--- src/rtl/owm_pkg.sv ---
// Shared types, codes and register defaults of the 1-Wire bus master.
`timescale 1ns / 1ps

package owm_pkg;

  localparam int CFG_W      = 10;
  localparam int APB_DW     = 32;
  localparam int APB_AW     = 5;
  localparam int NUM_REGS   = 7;
  localparam int IN_DATA_W  = 16;
  localparam int IN_USER_W  = 2;
  localparam int OUT_DATA_W = 16;

  localparam logic [2:0] REG_RESET_LOW   = 3'd0;
  localparam logic [2:0] REG_PRES_SAMPLE = 3'd1;
  localparam logic [2:0] REG_PRES_TAIL   = 3'd2;
  localparam logic [2:0] REG_ZERO_LOW    = 3'd3;
  localparam logic [2:0] REG_ONE_LOW     = 3'd4;
  localparam logic [2:0] REG_READ_LOW    = 3'd5;
  localparam logic [2:0] REG_SLOT        = 3'd6;

  localparam logic [CFG_W-1:0] RESET_LOW_DEF   = 10'd480;
  localparam logic [CFG_W-1:0] PRES_SAMPLE_DEF = 10'd60;
  localparam logic [CFG_W-1:0] PRES_TAIL_DEF   = 10'd420;
  localparam logic [CFG_W-1:0] ZERO_LOW_DEF    = 10'd60;
  localparam logic [CFG_W-1:0] ONE_LOW_DEF     = 10'd5;
  localparam logic [CFG_W-1:0] READ_LOW_DEF    = 10'd1;
  localparam logic [CFG_W-1:0] SLOT_DEF        = 10'd61;

  localparam logic [1:0] FUNC_RESET = 2'd0;
  localparam logic [1:0] FUNC_WRITE = 2'd1;
  localparam logic [1:0] FUNC_READ  = 2'd2;

  typedef struct packed {
    logic [CFG_W-1:0] reset_low_ticks;
    logic [CFG_W-1:0] presence_sample_ticks;
    logic [CFG_W-1:0] presence_tail_ticks;
    logic [CFG_W-1:0] zero_low_ticks;
    logic [CFG_W-1:0] one_low_ticks;
    logic [CFG_W-1:0] read_low_ticks;
    logic [CFG_W-1:0] slot_ticks;
  } cfg_t;

  typedef struct packed {
    logic       tick;
    logic       start_req;
    logic [1:0] func;
    logic [7:0] write_byte;
    logic       bus_level;
  } req_t;

  typedef struct packed {
    logic       drive_enable;
    logic       drive_level;
    logic       busy_res;
    logic       done_res;
    logic       presence;
    logic [7:0] read_byte;
  } res_t;

endpackage

--- src/rtl/onewire_bus_master_unit.sv ---
// Top level of the 1-Wire bus master: request stream in, line state stream out.
//
//   channel  ports        direction  carries
//   in_      in_t*        slave      one request per clock or tick sample
//   out_     out_t*       master     line control and status after each request
//   cfg_     cfg_p*       APB        seven 10-bit timing registers at 4*i
//
// One request per cycle; the state update and result are one combinational pass
// into the result register. Synchronous active-low reset clears the sequencer
// and loads the default timings. A stalled result holds in the result register
// and in_tready drops until it is taken.
`timescale 1ns / 1ps

module onewire_bus_master_unit #(
  parameter int TIMER_WIDTH = 10
) (
  input  logic                           clk,
  input  logic                           rst_n,
  input  logic                           in_tvalid,
  output logic                           in_tready,
  // tick, start_req, write_byte[7:0], bus_level, zero pad
  input  logic [owm_pkg::IN_DATA_W-1:0]  in_tdata,
  // func[1:0]
  input  logic [owm_pkg::IN_USER_W-1:0]  in_tuser,
  output logic                           out_tvalid,
  input  logic                           out_tready,
  // drive_enable, drive_level, busy_res, done_res, presence, read_byte[7:0], zero pad
  output logic [owm_pkg::OUT_DATA_W-1:0] out_tdata,
  input  logic                           cfg_psel,
  input  logic                           cfg_penable,
  input  logic                           cfg_pwrite,
  input  logic [owm_pkg::APB_AW-1:0]     cfg_paddr,
  input  logic [owm_pkg::APB_DW-1:0]     cfg_pwdata,
  output logic [owm_pkg::APB_DW-1:0]     cfg_prdata,
  output logic                           cfg_pready
);

  owm_pkg::cfg_t cfg;
  owm_pkg::req_t req;
  owm_pkg::res_t res;
  owm_pkg::res_t res_r;
  logic          out_valid_r;
  logic          accept;

  assign req.tick       = in_tdata[0];
  assign req.start_req  = in_tdata[1];
  assign req.write_byte = in_tdata[9:2];
  assign req.bus_level  = in_tdata[10];
  assign req.func       = in_tuser;

  assign in_tready = !out_valid_r || out_tready;
  assign accept    = in_tvalid && in_tready;

  owm_regs u_regs (
    .clk     (clk),
    .rst_n   (rst_n),
    .psel    (cfg_psel),
    .penable (cfg_penable),
    .pwrite  (cfg_pwrite),
    .paddr   (cfg_paddr),
    .pwdata  (cfg_pwdata),
    .prdata  (cfg_prdata),
    .cfg     (cfg)
  );

  owm_core #(
    .TIMER_WIDTH (TIMER_WIDTH)
  ) u_core (
    .clk   (clk),
    .rst_n (rst_n),
    .step  (accept),
    .req   (req),
    .cfg   (cfg),
    .res   (res)
  );

  always_ff @(posedge clk) begin
    if (!rst_n) begin
      out_valid_r <= 1'b0;
    end else begin
      out_valid_r <= accept || (out_valid_r && !out_tready);
    end
    if (accept) res_r <= res;
  end

  assign cfg_pready = 1'b1;
  assign out_tvalid = out_valid_r;
  assign out_tdata  = {3'b000, res_r.read_byte, res_r.presence, res_r.done_res,
                       res_r.busy_res, res_r.drive_level, res_r.drive_enable};

endmodule

--- src/rtl/owm_regs.sv ---
// Configuration register file with APB-style write and read access.
`timescale 1ns / 1ps

module owm_regs (
  input  logic                       clk,
  input  logic                       rst_n,
  input  logic                       psel,
  input  logic                       penable,
  input  logic                       pwrite,
  input  logic [owm_pkg::APB_AW-1:0] paddr,
  input  logic [owm_pkg::APB_DW-1:0] pwdata,
  output logic [owm_pkg::APB_DW-1:0] prdata,
  output owm_pkg::cfg_t              cfg
);

  owm_pkg::cfg_t cfg_r;
  logic [2:0] idx;
  logic wr_en;
  logic [owm_pkg::CFG_W-1:0] wval;
  logic [owm_pkg::CFG_W-1:0] rval;

  assign idx   = paddr[4:2];
  assign wr_en = psel && penable && pwrite;
  assign wval  = pwdata[owm_pkg::CFG_W-1:0];

  always_ff @(posedge clk) begin
    if (!rst_n) begin
      cfg_r.reset_low_ticks       <= owm_pkg::RESET_LOW_DEF;
      cfg_r.presence_sample_ticks <= owm_pkg::PRES_SAMPLE_DEF;
      cfg_r.presence_tail_ticks   <= owm_pkg::PRES_TAIL_DEF;
      cfg_r.zero_low_ticks        <= owm_pkg::ZERO_LOW_DEF;
      cfg_r.one_low_ticks         <= owm_pkg::ONE_LOW_DEF;
      cfg_r.read_low_ticks        <= owm_pkg::READ_LOW_DEF;
      cfg_r.slot_ticks            <= owm_pkg::SLOT_DEF;
    end else if (wr_en) begin
      case (idx)
        owm_pkg::REG_RESET_LOW:   cfg_r.reset_low_ticks       <= wval;
        owm_pkg::REG_PRES_SAMPLE: cfg_r.presence_sample_ticks <= wval;
        owm_pkg::REG_PRES_TAIL:   cfg_r.presence_tail_ticks   <= wval;
        owm_pkg::REG_ZERO_LOW:    cfg_r.zero_low_ticks        <= wval;
        owm_pkg::REG_ONE_LOW:     cfg_r.one_low_ticks         <= wval;
        owm_pkg::REG_READ_LOW:    cfg_r.read_low_ticks        <= wval;
        owm_pkg::REG_SLOT:        cfg_r.slot_ticks            <= wval;
        default: ;
      endcase
    end
  end

  always_comb begin
    case (idx)
      owm_pkg::REG_RESET_LOW:   rval = cfg_r.reset_low_ticks;
      owm_pkg::REG_PRES_SAMPLE: rval = cfg_r.presence_sample_ticks;
      owm_pkg::REG_PRES_TAIL:   rval = cfg_r.presence_tail_ticks;
      owm_pkg::REG_ZERO_LOW:    rval = cfg_r.zero_low_ticks;
      owm_pkg::REG_ONE_LOW:     rval = cfg_r.one_low_ticks;
      owm_pkg::REG_READ_LOW:    rval = cfg_r.read_low_ticks;
      owm_pkg::REG_SLOT:        rval = cfg_r.slot_ticks;
      default:                  rval = '0;
    endcase
  end

  assign prdata = owm_pkg::APB_DW'(rval);
  assign cfg    = cfg_r;

endmodule

--- src/rtl/owm_core.sv ---
// Bus sequencer: command state, slot timer, bit shifter and line control.
`timescale 1ns / 1ps

module owm_core #(
  parameter int TIMER_WIDTH = 10
) (
  input  logic          clk,
  input  logic          rst_n,
  input  logic          step,
  input  owm_pkg::req_t req,
  input  owm_pkg::cfg_t cfg,
  output owm_pkg::res_t res
);

  localparam int EW = (TIMER_WIDTH > owm_pkg::CFG_W) ? TIMER_WIDTH : owm_pkg::CFG_W;
  localparam logic [TIMER_WIDTH-1:0] TMASK = '1;

  typedef enum logic [2:0] {
    PH_IDLE, PH_RST_LOW, PH_RST_WAIT, PH_RST_TAIL, PH_SLOT_LOW, PH_SLOT_HIGH
  } phase_t;

  phase_t                 phase_r, phase_nxt;
  logic [1:0]             op_r, op_nxt;
  logic [TIMER_WIDTH-1:0] tc_r, tc_nxt;
  logic [2:0]             bit_r, bit_nxt;
  logic [7:0]             shift_r, shift_nxt;
  logic                   pres_r, pres_nxt;
  logic                   en_r, en_nxt;
  logic                   lvl_r, lvl_nxt;
  logic [7:0]             rd_r, rd_nxt;
  logic                   done;

  function automatic logic [EW-1:0] eff(input logic [owm_pkg::CFG_W-1:0] v);
    logic [EW-1:0] ext;
    ext = EW'(v);
    return (ext > EW'(TMASK)) ? EW'(TMASK) : ext;
  endfunction

  always_comb begin
    logic [EW-1:0] tcx;
    logic [EW-1:0] slot;
    logic [EW-1:0] low;
    phase_nxt = phase_r;
    op_nxt    = op_r;
    tc_nxt    = tc_r;
    bit_nxt   = bit_r;
    shift_nxt = shift_r;
    pres_nxt  = pres_r;
    en_nxt    = en_r;
    lvl_nxt   = lvl_r;
    rd_nxt    = rd_r;
    done      = 1'b0;
    slot      = eff(cfg.slot_ticks);
    tcx       = '0;
    low       = '0;
    if (phase_r == PH_IDLE) begin
      if (req.start_req && (req.func == owm_pkg::FUNC_RESET ||
          req.func == owm_pkg::FUNC_WRITE || req.func == owm_pkg::FUNC_READ)) begin
        op_nxt  = req.func;
        tc_nxt  = '0;
        bit_nxt = '0;
        en_nxt  = 1'b1;
        lvl_nxt = 1'b0;
        if (req.func == owm_pkg::FUNC_RESET) begin
          phase_nxt = PH_RST_LOW;
        end else begin
          shift_nxt = (req.func == owm_pkg::FUNC_WRITE) ? req.write_byte : 8'h00;
          phase_nxt = PH_SLOT_LOW;
        end
      end
    end else if (req.tick) begin
      if (tc_r != TMASK) tc_nxt = tc_r + 1'b1;
      tcx = EW'(tc_nxt);
      case (phase_r)
        PH_RST_LOW: begin
          if (tcx >= eff(cfg.reset_low_ticks)) begin
            en_nxt    = 1'b0;
            tc_nxt    = '0;
            phase_nxt = PH_RST_WAIT;
          end
        end
        PH_RST_WAIT: begin
          if (tcx >= eff(cfg.presence_sample_ticks)) begin
            pres_nxt = !req.bus_level;
            tc_nxt   = '0;
            if (eff(cfg.presence_tail_ticks) == '0) done = 1'b1;
            else phase_nxt = PH_RST_TAIL;
          end
        end
        PH_RST_TAIL: begin
          if (tcx >= eff(cfg.presence_tail_ticks)) done = 1'b1;
        end
        PH_SLOT_LOW, PH_SLOT_HIGH: begin
          if (phase_r == PH_SLOT_LOW) begin
            if (op_r == owm_pkg::FUNC_WRITE) begin
              low = shift_r[0] ? eff(cfg.one_low_ticks) : eff(cfg.zero_low_ticks);
              if (tcx >= low || tcx >= slot) begin
                en_nxt    = 1'b1;
                lvl_nxt   = 1'b1;
                phase_nxt = PH_SLOT_HIGH;
              end
            end else begin
              if (tcx >= eff(cfg.read_low_ticks) || tcx >= slot) begin
                en_nxt    = 1'b0;
                shift_nxt = {req.bus_level, shift_r[7:1]};
                phase_nxt = PH_SLOT_HIGH;
              end
            end
          end
          if (phase_nxt == PH_SLOT_HIGH && tcx >= slot) begin
            if (op_r == owm_pkg::FUNC_WRITE) shift_nxt = {1'b0, shift_nxt[7:1]};
            if (bit_r == 3'd7) begin
              if (op_r == owm_pkg::FUNC_READ) rd_nxt = shift_nxt;
              done = 1'b1;
            end else begin
              bit_nxt   = bit_r + 1'b1;
              tc_nxt    = '0;
              en_nxt    = 1'b1;
              lvl_nxt   = 1'b0;
              phase_nxt = PH_SLOT_LOW;
            end
          end
        end
        default: ;
      endcase
      if (done) begin
        phase_nxt = PH_IDLE;
        tc_nxt    = '0;
      end
    end
  end

  always_ff @(posedge clk) begin
    if (!rst_n) begin
      phase_r <= PH_IDLE;
      op_r    <= '0;
      tc_r    <= '0;
      bit_r   <= '0;
      shift_r <= '0;
      pres_r  <= 1'b0;
      en_r    <= 1'b1;
      lvl_r   <= 1'b1;
      rd_r    <= '0;
    end else if (step) begin
      phase_r <= phase_nxt;
      op_r    <= op_nxt;
      tc_r    <= tc_nxt;
      bit_r   <= bit_nxt;
      shift_r <= shift_nxt;
      pres_r  <= pres_nxt;
      en_r    <= en_nxt;
      lvl_r   <= lvl_nxt;
      rd_r    <= rd_nxt;
    end
  end

  assign res.drive_enable = en_nxt;
  assign res.drive_level  = lvl_nxt;
  assign res.busy_res     = (phase_nxt != PH_IDLE);
  assign res.done_res     = done;
  assign res.presence     = pres_nxt;
  assign res.read_byte    = rd_nxt;

endmodule
--- config.mk ---
export PLATFORM = sky130hd
export DESIGN_NAME = onewire_bus_master_unit
export DESIGN_NICKNAME = d
export VERILOG_FILES = /design/src/rtl/owm_pkg.sv /design/src/rtl/onewire_bus_master_unit.sv /design/src/rtl/owm_regs.sv /design/src/rtl/owm_core.sv
export SDC_FILE = /design/constraint.sdc
export NUM_CORES = 1
export LEC_CHECK = 0
export ABC_AREA = 1
export BUFFER_PORTS_ARGS = -buffer_cell sky130_fd_sc_hd__buf_2
export CORE_MARGIN = 4
export CORE_UTILIZATION = 40
export CTS_CLUSTER_DIAMETER = 40
export DETAILED_ROUTE_END_ITERATION = 12
export SETUP_SLACK_MARGIN = 0.3
export SYNTH_ARGS = -nofsm -noshare
export SYNTH_HDL_FRONTEND = slang
export SYNTH_SLANG_ARGS = --single-unit
export TNS_END_PERCENT = 5
--- constraint.sdc ---
create_clock -name clk -period 3.99 [get_ports clk]
set_input_delay 0 -clock clk [delete_from_list [all_inputs] [get_ports clk]]
set_output_delay 0 -clock clk [all_outputs]
set_load 0.02 [all_outputs]
==> results of run 1 <==
==> per-stage QoR <==
stage / utilization (%) / instances
6_report: 51.8 / 1403
4_1_cts: 50.8 / 1394
2_1_floorplan: - / 1063
3_3_place_gp: 44.8 / 1332
5_1_grt: 51.8 / 1403
3_5_place_dp: 44.8 / 1332
==> state kept, by name, indices dropped and copies added, names as in the netlist <==
register	count
out_tdata	13
u_core.shift_r	8
u_core.rd_r	8
u_core.tc_r	10
u_core.bit_r	3
u_core.op_r	2
out_tvalid	1
u_core.phase_r	3
u_core.en_r	1
u_core.pres_r	1
u_regs.cfg	70
u_core.lvl_r	1
==> cell families (layout without fill, tap and decap cells) <==
group                      count (synthesis)  in the layout
and+or+nand+nor                          353            354
AOI/OAI and AO/OA                        289            289
buffers and inverters                    201            311
DFF                                      121            121
adders and majority gates                 63             63
xor gates and xnor gates                   6              6
muxes                                      4              4
other                                      2             26
==> how the worst max path moves through the flow <==
stage / from / to / cells past startpoint
global placement: u_core.tc_r[0] / out_tdata[7] / 27
finish: u_core.tc_r[0] / u_core.rd_r[1] / 27
detailed placement: u_core.tc_r[0] / u_core.rd_r[1] / 29
floorplan: u_core.tc_r[0] / u_core.shift_r[5] / 22
CTS: u_core.tc_r[1] / out_tdata[2] / 28
global route: u_core.tc_r[0] / out_tdata[2] / 27
==> area by class of cell <==
| type | count | area, um^2 |
|---|---|---|
| clock inverter | 11 | 153 |
| tap | 229 | 287 |
| sequential | 121 | 2560 |
| fill | 1721 | 8740 |
| multi-input combinational | 742 | 4420 |
| inverter | 143 | 549 |
| clock buffer | 21 | 440 |
| timing repair inverter | 1 | 6.26 |
| timing repair buffer | 135 | 993 |
==> synthesized netlist by cell type (4+ instances only) <==
library cell	n	share of area (%)
nand2_1	177	8.9
a21oi_1	123	8.3
inv_1	120	6.0
dfxtp_1	108	29
nor2_1	84	4.2
o21ai_0	69	4.6
ha_1	63	11
nand3_1	51	3.4
o21ai_1	39	2.6
clkbuf_1	30	1.5
buf_4	26	2.6
inv_2	18	0.91
o211ai_1	16	1.6
o22ai_1	15	1.3
edfxtp_1	13	5.2
nand4_1	10	0.84
nor3_1	7	0.47
a221oi_1	6	0.70
nor2_4	5	0.75
a22oi_1	4	0.40
mux2i_1	4	0.54
nor2_2	4	0.34
nor4_1	4	0.34
o21a_1	4	0.40
==> power groups by stage <==
stage	combinational, mW	sequential, mW	clock [mW]
final	0.507	1.30	1.58
after global routing	0.560	1.31	1.66
after CTS	0.497	1.30	1.61
after detailed placement	0.464	1.33	0
after global placement	0.463	1.33	0
after floorplan	0.323	1.33	0
==> layer usage <==
| metal | vias up | wire (um) | GRT usage [%] |
|---|---|---|---|
| li1 | 3715 | - | - |
| met1 | 3435 | 10500 | 31.1 |
| met2 | 234 | 10300 | 33.5 |
| met3 | 24 | 1420 | 4.00 |
| met4 | 0 | 365 | 7.12 |
| met5 | - | 0 | 0 |
==> timing repair <==
item,in CTS,in global routing
setup endpoints to repair,47,47
hold buffers,25,0
pin swaps,15,21
cloned,0,2
endpoints found under the hold margin,77,0
buffers inserted,5,7
resized for setup,47,29
==> tightest hold or removal path: cells and delay by family <==
family | cells | cell delay [ns]
AOI/OAI and AO/OA | 1 | 0.17
buffers and inverters | 1 | 0.07
and+or+nand+nor | 3 | 0.28
==> results by group, run 1 <==
Clock network
  • Clk sinks: approximately 120
  • Worst-skew pair later-pin latency: 0.43 ns
  • Reg clk slew, reported paths: approximately 0.060 ns
  • Maximum clock insertion buffer count: 2
  • H-tree levels: 4
  • TritonCTS clock tree: built
  • Clock buffer count from CTS: 17
  • CTS root buf: clkbuf_16

Synth
  • Post-synth EDFFs: 13
  • Synth async-reset ratio: 0%
  • Yosys synthesis warning count: 0
  • Top FF cell, synth: dfxtp_1
  • Unique masters post-synth: 46
  • Syn Area/Cell: about 7.2 um^2
  • Syn Inst Count: roughly 1,000
  • Synthesized cell area: 7460 um^2
  • Register bit total from synthesis: 121
  • Synth Area in Adders: between 10% and 20%
  • Simple-gate share of the synthesized area: a little over a fifth
  • Post-synthesis sequential area ratio: 34.2%
  • Post-synthesis xor/xnor area fraction: less than 1%
  • Compound-gate portion of the synthesized area: about a fifth
  • Mux contribution to synthesized area: less than 1%
  • Main combinational cell family by area after synthesis: compound AO/OA/AOI/OAI gates

Timing
  • Min Hold Slack: between 0.1 and 0.15 ns
  • Clk_skew: 0.00869 ns
  • Final WS setup: between 0.3 and 0.4 ns
  • Worst-Margin Slew: approximately 1.1 ns
  • Worst relative slew slack: around 30%
  • Minimum clock period: 3.68 ns
  • Slew Viols, Final: 0
  • Max Clk Rate: about 270 MHz
  • Final Hold Fails: 0
  • RSZ-0062 raised after global routing: true
  • Setup violators final: 0
  • TNS Setup: 0 ns
  • Final worst-path cycle share: 92.1%

Die
  • Core area: ~18,000 um^2
  • I/O pin total: ~110
  • DIE AREA: 20,900 um^2
  • Initial core utilization: roughly two fifths
  • Row Count: between 40 and 50
  • Die height: 145 um
  • Die width: 145 um

Drt
  • DR WL/cell: roughly 16 um
  • ANT nets after route: 0
  • Final wirelength: ~23,000 um
  • DRC Markers: 0
  • First-pass detailed-route iteration total: 5
  • Routed via count: between 7,000 and 8,000
  • DR vias/cell: 5.28
  • Drt initial violations: around 600

Worst setup path
  • Crit path max fanout: 7
  • RR Endpoint: u_core.rd_r[1]
  • Critical path endpoint category: register
  • WS Path Type: register to register
  • Buf+Inv Stages, Crit Path: 7
  • Worst-case reg-to-reg path depth: 27
  • Worst R2R Start: u_core.tc_r[0]
  • Worst setup slack for register-to-register paths: 0.31 ns
  • Crit path DAT: about 4 ns
  • Crit-path slowest cell: dfxtp_2
  • Crit-path max cell delay: around 0.36 ns
  • Worst EP required: approximately 4.3 ns
  • CP top delay family: simple AND/OR/NAND/NOR gates
  • Startpoint types: register

Global route
  • Total GRT Usage: between 20% and 30%
  • Initial antenna violation count: 0
  • First-pass GRT wire length: around 35,000 um
  • Number of global-route vias before repair: 6,658
  • Pin count of the biggest net entering global routing: 75
  • Total gr overflow: 0

Power and ir drop
  • Int Power: 2.48 mW
  • Peak VDD IR: 0.000286 V
  • PnR Total Power: around 3.4 mW
  • Clk pwr share: 46.7%
  • Net Sw Frac: around 27%
  • P_leak: 4.43 nW
  • Reg power frac: about two fifths
  • Pwr per Cell Area: between 300 and 400 nW/um^2
  • Logic pwr share: between 10 and 15%
  • Psw: just over 0.9 mW

Final layout
  • Most common cell after layout, fill and taps aside: nand2_1
  • Diode count: 0
  • Share of cells above drive strength 1: 19.2%
  • Area growth, synth to finish: 26.2%
  • # nets final: ~1,300
  • Fin area: 9410 um^2
  • Most frequent cells in the layout: nand2_1 (165), a21oi_1 (121), inv_1 (118)

Status
  • Outcome: finished clean

Flow run
  • Max Cap Viol: 0

Hold path
  • Hold Path Class: input port to register
  • Worst min-delay path startpoint: in_tdata[1]
  • Hold depth: 5
  • Hold EP: u_core.en_r

Placed design
  • RD Place Congestion: between 0.9 and 1
  • # port buffers: 57
  • DP HPWL: approximately 16,000 um
  • Post-place instance area: between 8000 and 9000 um^2
  • Pre-CTS setup slack: -0.0968 ns
Note: power is estimated with default switching activity, not from simulation.
==> run 2: changes to the inputs <==
--- a/config.mk
+++ b/config.mk
@@ -11,6 +11,7 @@
 export CORE_UTILIZATION = 40
 export CTS_CLUSTER_DIAMETER = 40
 export DETAILED_ROUTE_END_ITERATION = 12
+export GPL_ROUTABILITY_DRIVEN = 0
 export SETUP_SLACK_MARGIN = 0.3
 export SYNTH_ARGS = -nofsm -noshare
 export SYNTH_HDL_FRONTEND = slang
==> constraint.sdc (replaced) <==
create_clock -name clk -period 3.99 [get_ports clk]
set_input_delay 1.197 -clock clk [delete_from_list [all_inputs] [get_ports clk]]
set_output_delay 1.197 -clock clk [all_outputs]
set_load 0.02 [all_outputs]
==> results by group, run 2 (same netlist as run 1, synthesis figures left out) <==
Worst setup path
  • Crit-path max cell delay: about 0.29 ns
  • WS Path Type: input port to output port
  • Worst EP required: between 2 and 3 ns
  • Crit-path slowest cell: nor3_2
  • Crit path max fanout: 9
  • Crit path DAT: 2.57 ns
  • Startpoint types: input port
  • CP cell instances: buf_2 -> inv_1 -> nor3_2 -> inv_2 -> o22ai_1 -> a221oi_1 -> o211ai_1 -> buf_2
  • Critical path endpoint category: output port
  • Cell mode on critical path: buf_2

Final layout
  • # nets final: ~1,300
  • FILL cells: approximately 1,800
  • Area growth, synth to finish: 24.2%
  • Most frequent cells in the layout: nand2_1 (160), a21oi_1 (123), inv_1 (117)
  • Diode count: 0
  • Share of cells above drive strength 1: a little over a fifth
  • Post-Route Utilization: between 50% and 60%
  • Number of flip-flops under the largest register name: 70
  • Most common cell after layout, fill and taps aside: nand2_1

Die
  • Initial core utilization: 41.1%
  • I/O pin total: ~110
  • DIE AREA: between 20,000 and 25,000 um^2
  • Die width: between 100 and 150 um
  • Row Count: between 40 and 50
  • Core area: 18,100 um^2
  • Die height: approximately 140 um

Timing
  • Clk_skew: ~0.0055 ns
  • Final WS setup: 0.226 ns
  • Worst-Margin Slew: 1.05 ns
  • Minimum clock period: about 3.8 ns
  • Slew Viols, Final: 0
  • Worst relative slew slack: a little under 30%
  • RSZ-0062 raised after global routing: true
  • Final worst-path cycle share: around 94%
  • Min Hold Slack: 0.469 ns
  • Setup violators final: 0
  • Final Hold Fails: 0
  • Max Clk Rate: ~270 MHz

Placed design
  • DP HPWL: 16,100 um
  • Pre-CTS setup slack: -0.122 ns
  • # port buffers: 57

Drt
  • DR WL/cell: 16.2 um
  • Routed via count: ~7,200
  • First-pass detailed-route iteration total: 5
  • Drt initial violations: 579
  • DRC Markers: 0
  • Final wirelength: 22,400 um
  • ANT nets after route: 0
  • DR vias/cell: between 5 and 6

Hold path
  • Hold Path Class: register to register

Global route
  • Initial antenna violation count: 0
  • Number of global-route vias before repair: about 6,600
  • Pin count of the biggest net entering global routing: between 70 and 80
  • Total gr overflow: 0
  • Total GRT Usage: 21.6%
  • First-pass GRT wire length: about 35,000 um

Clock network
  • Clock buffer count from CTS: 17
  • Clk sinks: 121
  • TritonCTS clock tree: built
  • H-tree levels: 4
  • Maximum clock insertion buffer count: 2
  • Reg clk slew, reported paths: 0.06 ns
  • Worst-skew pair later-pin latency: around 0.43 ns
  • CTS root buf: clkbuf_16

Flow run
  • Max Cap Viol: 0

Status
  • Outcome: finished clean

Power and ir drop
  • Pwr per Cell Area: ~370 nW/um^2
  • P_leak: 4.33 nW
  • Peak VDD IR: ~0.0003 V
run 2: cell types whose count changed in the layout (fill, tap and decap cells not counted), moves of 3 or more:
cell	change
dlygate4sd3_1	-25
buf_4	+8
nand2_2	+7
clkinv_4	+6
nand2_1	-5
clkinv_1	-4
buf_6	-3
clkbuf_1	-3
nor3_2	+3
run 2: where the power goes:
part           switching (mW)  internal [mW]  total, mW
sequential             0.0245           1.27       1.30
combinational           0.339          0.162      0.501
clock                   0.608          0.984       1.59
total                   0.971           2.42       3.39
run 2: worst max-delay path: cells and delay by family:
kind	cells	cell delay [ns]
simple gates	1	0.29
buf+inv	4	0.62
compound gates	3	0.46
run 2: worst paths after layout:
| kind | from | endpoint | slack, ns | cells past startpoint |
|---|---|---|---|---|
| hold / removal | u_core.bit_r[0] | u_core.bit_r[0] | 0.47 | 1 |
| setup reg to reg | u_core.tc_r[0] | out_tdata[2] | 0.24 | 26 |
| hold reg to reg | u_core.bit_r[0] | u_core.bit_r[0] | 0.47 | 1 |
| setup / recovery | cfg_paddr[3] | cfg_prdata[6] | 0.23 | 8 |
run 2: what timing repair did:
action                                  CTS  global route
cloned                                    1             2
endpoints found under the setup margin   54            56
resized for setup                        32            53
setup buffers                             4             4
hold buffers                              0             0
pin swaps                                 8            20
run 2: metal layers:
metal	share of wire (%)	global-route usage, %	vias to the layer above
met4	1.9	7.41	0
met5	0	0	-
li1	-	-	3660
met3	5.6	3.54	28
met1	48	31.5	3329
met2	45	32.4	187
run 2: layout make-up:
type,count,area [um^2],share of cell area (%)
multi-input combinational,742,4480,48.4
sequential,121,2560,27.6
timing repair buffer,116,774,8.36
inverter,143,551,5.95
clock buffer,18,429,4.63
tap,229,287,3.09
clock inverter,14,175,1.89
timing repair inverter,1,6.26,0.0676
run 2: per-stage QoR:
| stage | total power [mW] | cells | TNS [ns] | instance area, um^2 |
|---|---|---|---|---|
| floorplan | 1.66 | 1063 | 0 | 7550 |
| CTS | 3.39 | 1378 | 0 | 9010 |
| global route | 3.52 | 1384 | 0 | 9260 |
| global placement | 1.79 | 1341 | -0.518 | 8210 |
| finish | 3.39 | 1384 | 0 | 9260 |
| detailed placement | 1.80 | 1341 | -2.04 | 8210 |
==> run 3: changes to the inputs <==
--- a/config.mk
+++ b/config.mk
@@ -11,7 +11,7 @@
 export CORE_UTILIZATION = 40
 export CTS_CLUSTER_DIAMETER = 40
 export DETAILED_ROUTE_END_ITERATION = 12
-export GPL_ROUTABILITY_DRIVEN = 0
+export PLACE_DENSITY = 0.64
 export SETUP_SLACK_MARGIN = 0.3
 export SYNTH_ARGS = -nofsm -noshare
 export SYNTH_HDL_FRONTEND = slang
==> results by group, run 3 (same netlist as run 1, synthesis figures left out) <==
Power and ir drop
  • Psw: ~0.93 mW
  • Net Sw Frac: roughly 28%
  • PnR Total Power: 3.29 mW
  • Clk pwr share: 45.1%
  • Peak VDD IR: approximately 0.00027 V
  • Int Power: between 2 and 2.5 mW
  • Pwr per Cell Area: approximately 350 nW/um^2
  • P_leak: around 4.4 nW
  • Logic pwr share: between 10% and 20%
  • Reg power frac: between 30% and 40%

Worst setup path
  • Crit path DAT: about 2.6 ns
  • Worst R2R Start: u_core.tc_r[0]
  • Buf+Inv Stages, Crit Path: 3
  • WS Path Type: input port to output port
  • CP cell instances: buf_2 -> inv_1 -> nor3_2 -> a22o_1 -> a221oi_1 -> nand4_1 -> buf_2
  • CP top delay family: compound AO/OA/AOI/OAI gates
  • Crit-path max cell delay: 0.33 ns
  • Worst-case reg-to-reg path depth: 27
  • Worst EP required: between 2 and 3 ns
  • Startpoint types: input port
  • Cell mode on critical path: buf_2
  • Critical path endpoint category: output port
  • Worst setup slack for register-to-register paths: around 0.27 ns
  • Crit-path slowest cell: a221oi_1
  • RR Endpoint: u_core.tc_r[8]
  • Crit path max fanout: 5

Timing
  • TNS Setup: 0 ns
  • Slew Viols, Final: 0
  • Worst-Margin Slew: about 1.1 ns
  • Final worst-path cycle share: 94.4%
  • Clk_skew: approximately 0.0087 ns
  • Final Hold Fails: 0
  • Setup violators final: 0
  • Minimum clock period: roughly 3.8 ns
  • Max Clk Rate: around 270 MHz
  • Final WS setup: about 0.22 ns
  • RSZ-0062 raised after global routing: true
  • Min Hold Slack: between 0.4 and 0.5 ns
  • Worst relative slew slack: between 20 and 30%

Placed design
  • DP HPWL: 15,800 um
  • RD Place Congestion: about 0.93
  • Pre-CTS setup slack: ~0.047 ns
  • # port buffers: 57

Clock network
  • H-tree levels: 4
  • Clk sinks: about 120
  • CTS root buf: clkbuf_16
  • Clock buffer count from CTS: 17
  • Reg clk slew, reported paths: approximately 0.050 ns
  • TritonCTS clock tree: built
  • Post-cts hold buffer count: 0
  • Maximum clock insertion buffer count: 2
  • Worst-skew pair later-pin latency: 0.43 ns

Global route
  • Number of global-route vias before repair: between 6,000 and 7,000
  • Total GRT Usage: about a fifth
  • First-pass GRT wire length: around 35,000 um
  • Pin count of the biggest net entering global routing: 75
  • Initial antenna violation count: 0
  • Total gr overflow: 0

Drt
  • DR WL/cell: around 16 um
  • DR vias/cell: ~5.3
  • Final wirelength: 22,200 um
  • ANT nets after route: 0
  • DRC Markers: 0
  • Routed via count: around 7,400
  • First-pass detailed-route iteration total: 5
  • Drt initial violations: 525

Die
  • Core area: 18,100 um^2
  • Die height: 145 um
  • Die width: between 100 and 150 um
  • Row Count: 49
  • DIE AREA: 20,900 um^2
  • I/O pin total: between 100 and 150
  • Initial core utilization: between 40% and 50%

Status
  • Outcome: finished clean

Final layout
  • Share of cells above drive strength 1: approximately a quarter
  • Most frequent cells in the layout: nand2_1 (158), inv_1 (116), a21oi_1 (116)
  • Most common cell after layout, fill and taps aside: nand2_1
  • Number of flip-flops under the largest register name: 70
  • Diode count: 0
  • Area growth, synth to finish: 25.6%
  • Post-Route Utilization: 51.6%
  • # nets final: 1,268

Hold path
  • Hold depth: 2
  • Hold Path Class: register to register
  • Worst min-delay path startpoint: u_core.tc_r[6]
  • Hold EP: u_core.tc_r[6]

Flow run
  • Max Cap Viol: 0
-- run 3: cell types whose count changed in the layout (fill, tap and decap cells not counted), sizes merged --
cell | before | now
clkinv | 11 | 10
bufinv | 3 | 2
inv | 142 | 141
clkinvlp | 2 | 1
clkbuf | 18 | 22
buf | 116 | 117
-- run 3: metrics by stage --
stage                     instances  cell area [um^2]
after global placement         1336              8160
after global routing           1385              9370
final                          1385              9370
after CTS                      1377              9080
after floorplan                1063              7550
after detailed placement       1336              8160
-- run 3: power by group through the flow --
stage | sequential, mW | combinational [mW] | clock (mW)
CTS | 1.30 | 0.480 | 1.50
finish | 1.30 | 0.503 | 1.48
floorplan | 1.33 | 0.323 | 0
global placement | 1.32 | 0.459 | 0
detailed placement | 1.33 | 0.464 | 0
global route | 1.31 | 0.555 | 1.55
-- run 3: cell type report --
cell class,instances,area [um^2]
clock buffers,22,454
clock inverters,10,101
fillers,1721,8780
inverters,143,549
multi-input cells,742,4630
flip-flops and latches,121,2560
well taps,229,287
repair buffers,117,783
repair inverters,1,6.26
-- run 3: repair_timing --
item,CTS,global route
endpoints found under the setup margin,49,53
gates resized for setup,61,54
cloned,1,1
pin swaps,21,37
buffers inserted,8,7
-- run 3: tightest hold or removal path, stage by stage (launching register included) --
cell and delay [ns]:
dfxtp_1 0.31, nand2_1 0.06, a21oi_1 0.05
-- run 3: worst max path at each step --
stage              startpoint                end  cells after the start
2_1_floorplan  u_core.tc_r[0]  u_core.shift_r[5]                     22
3_3_place_gp   u_core.tc_r[0]     u_core.rd_r[1]                     26
3_5_place_dp   u_core.tc_r[0]     u_core.rd_r[3]                     26
4_1_cts          cfg_paddr[2]      cfg_prdata[8]                      8
5_1_grt        u_core.tc_r[0]     u_core.tc_r[8]                     27
6_report         cfg_paddr[4]      cfg_prdata[0]                      7
-- run 3: routing by layer --
metal,up-vias,wire length (um),share of wire (%),track usage [%]
li1,3664,-,-,-
met1,3487,10500,47,29.4
met2,192,10100,46,33.1
met3,36,1050,4.7,3.57
met4,0,543,2.4,8.10
met5,-,0,0,0
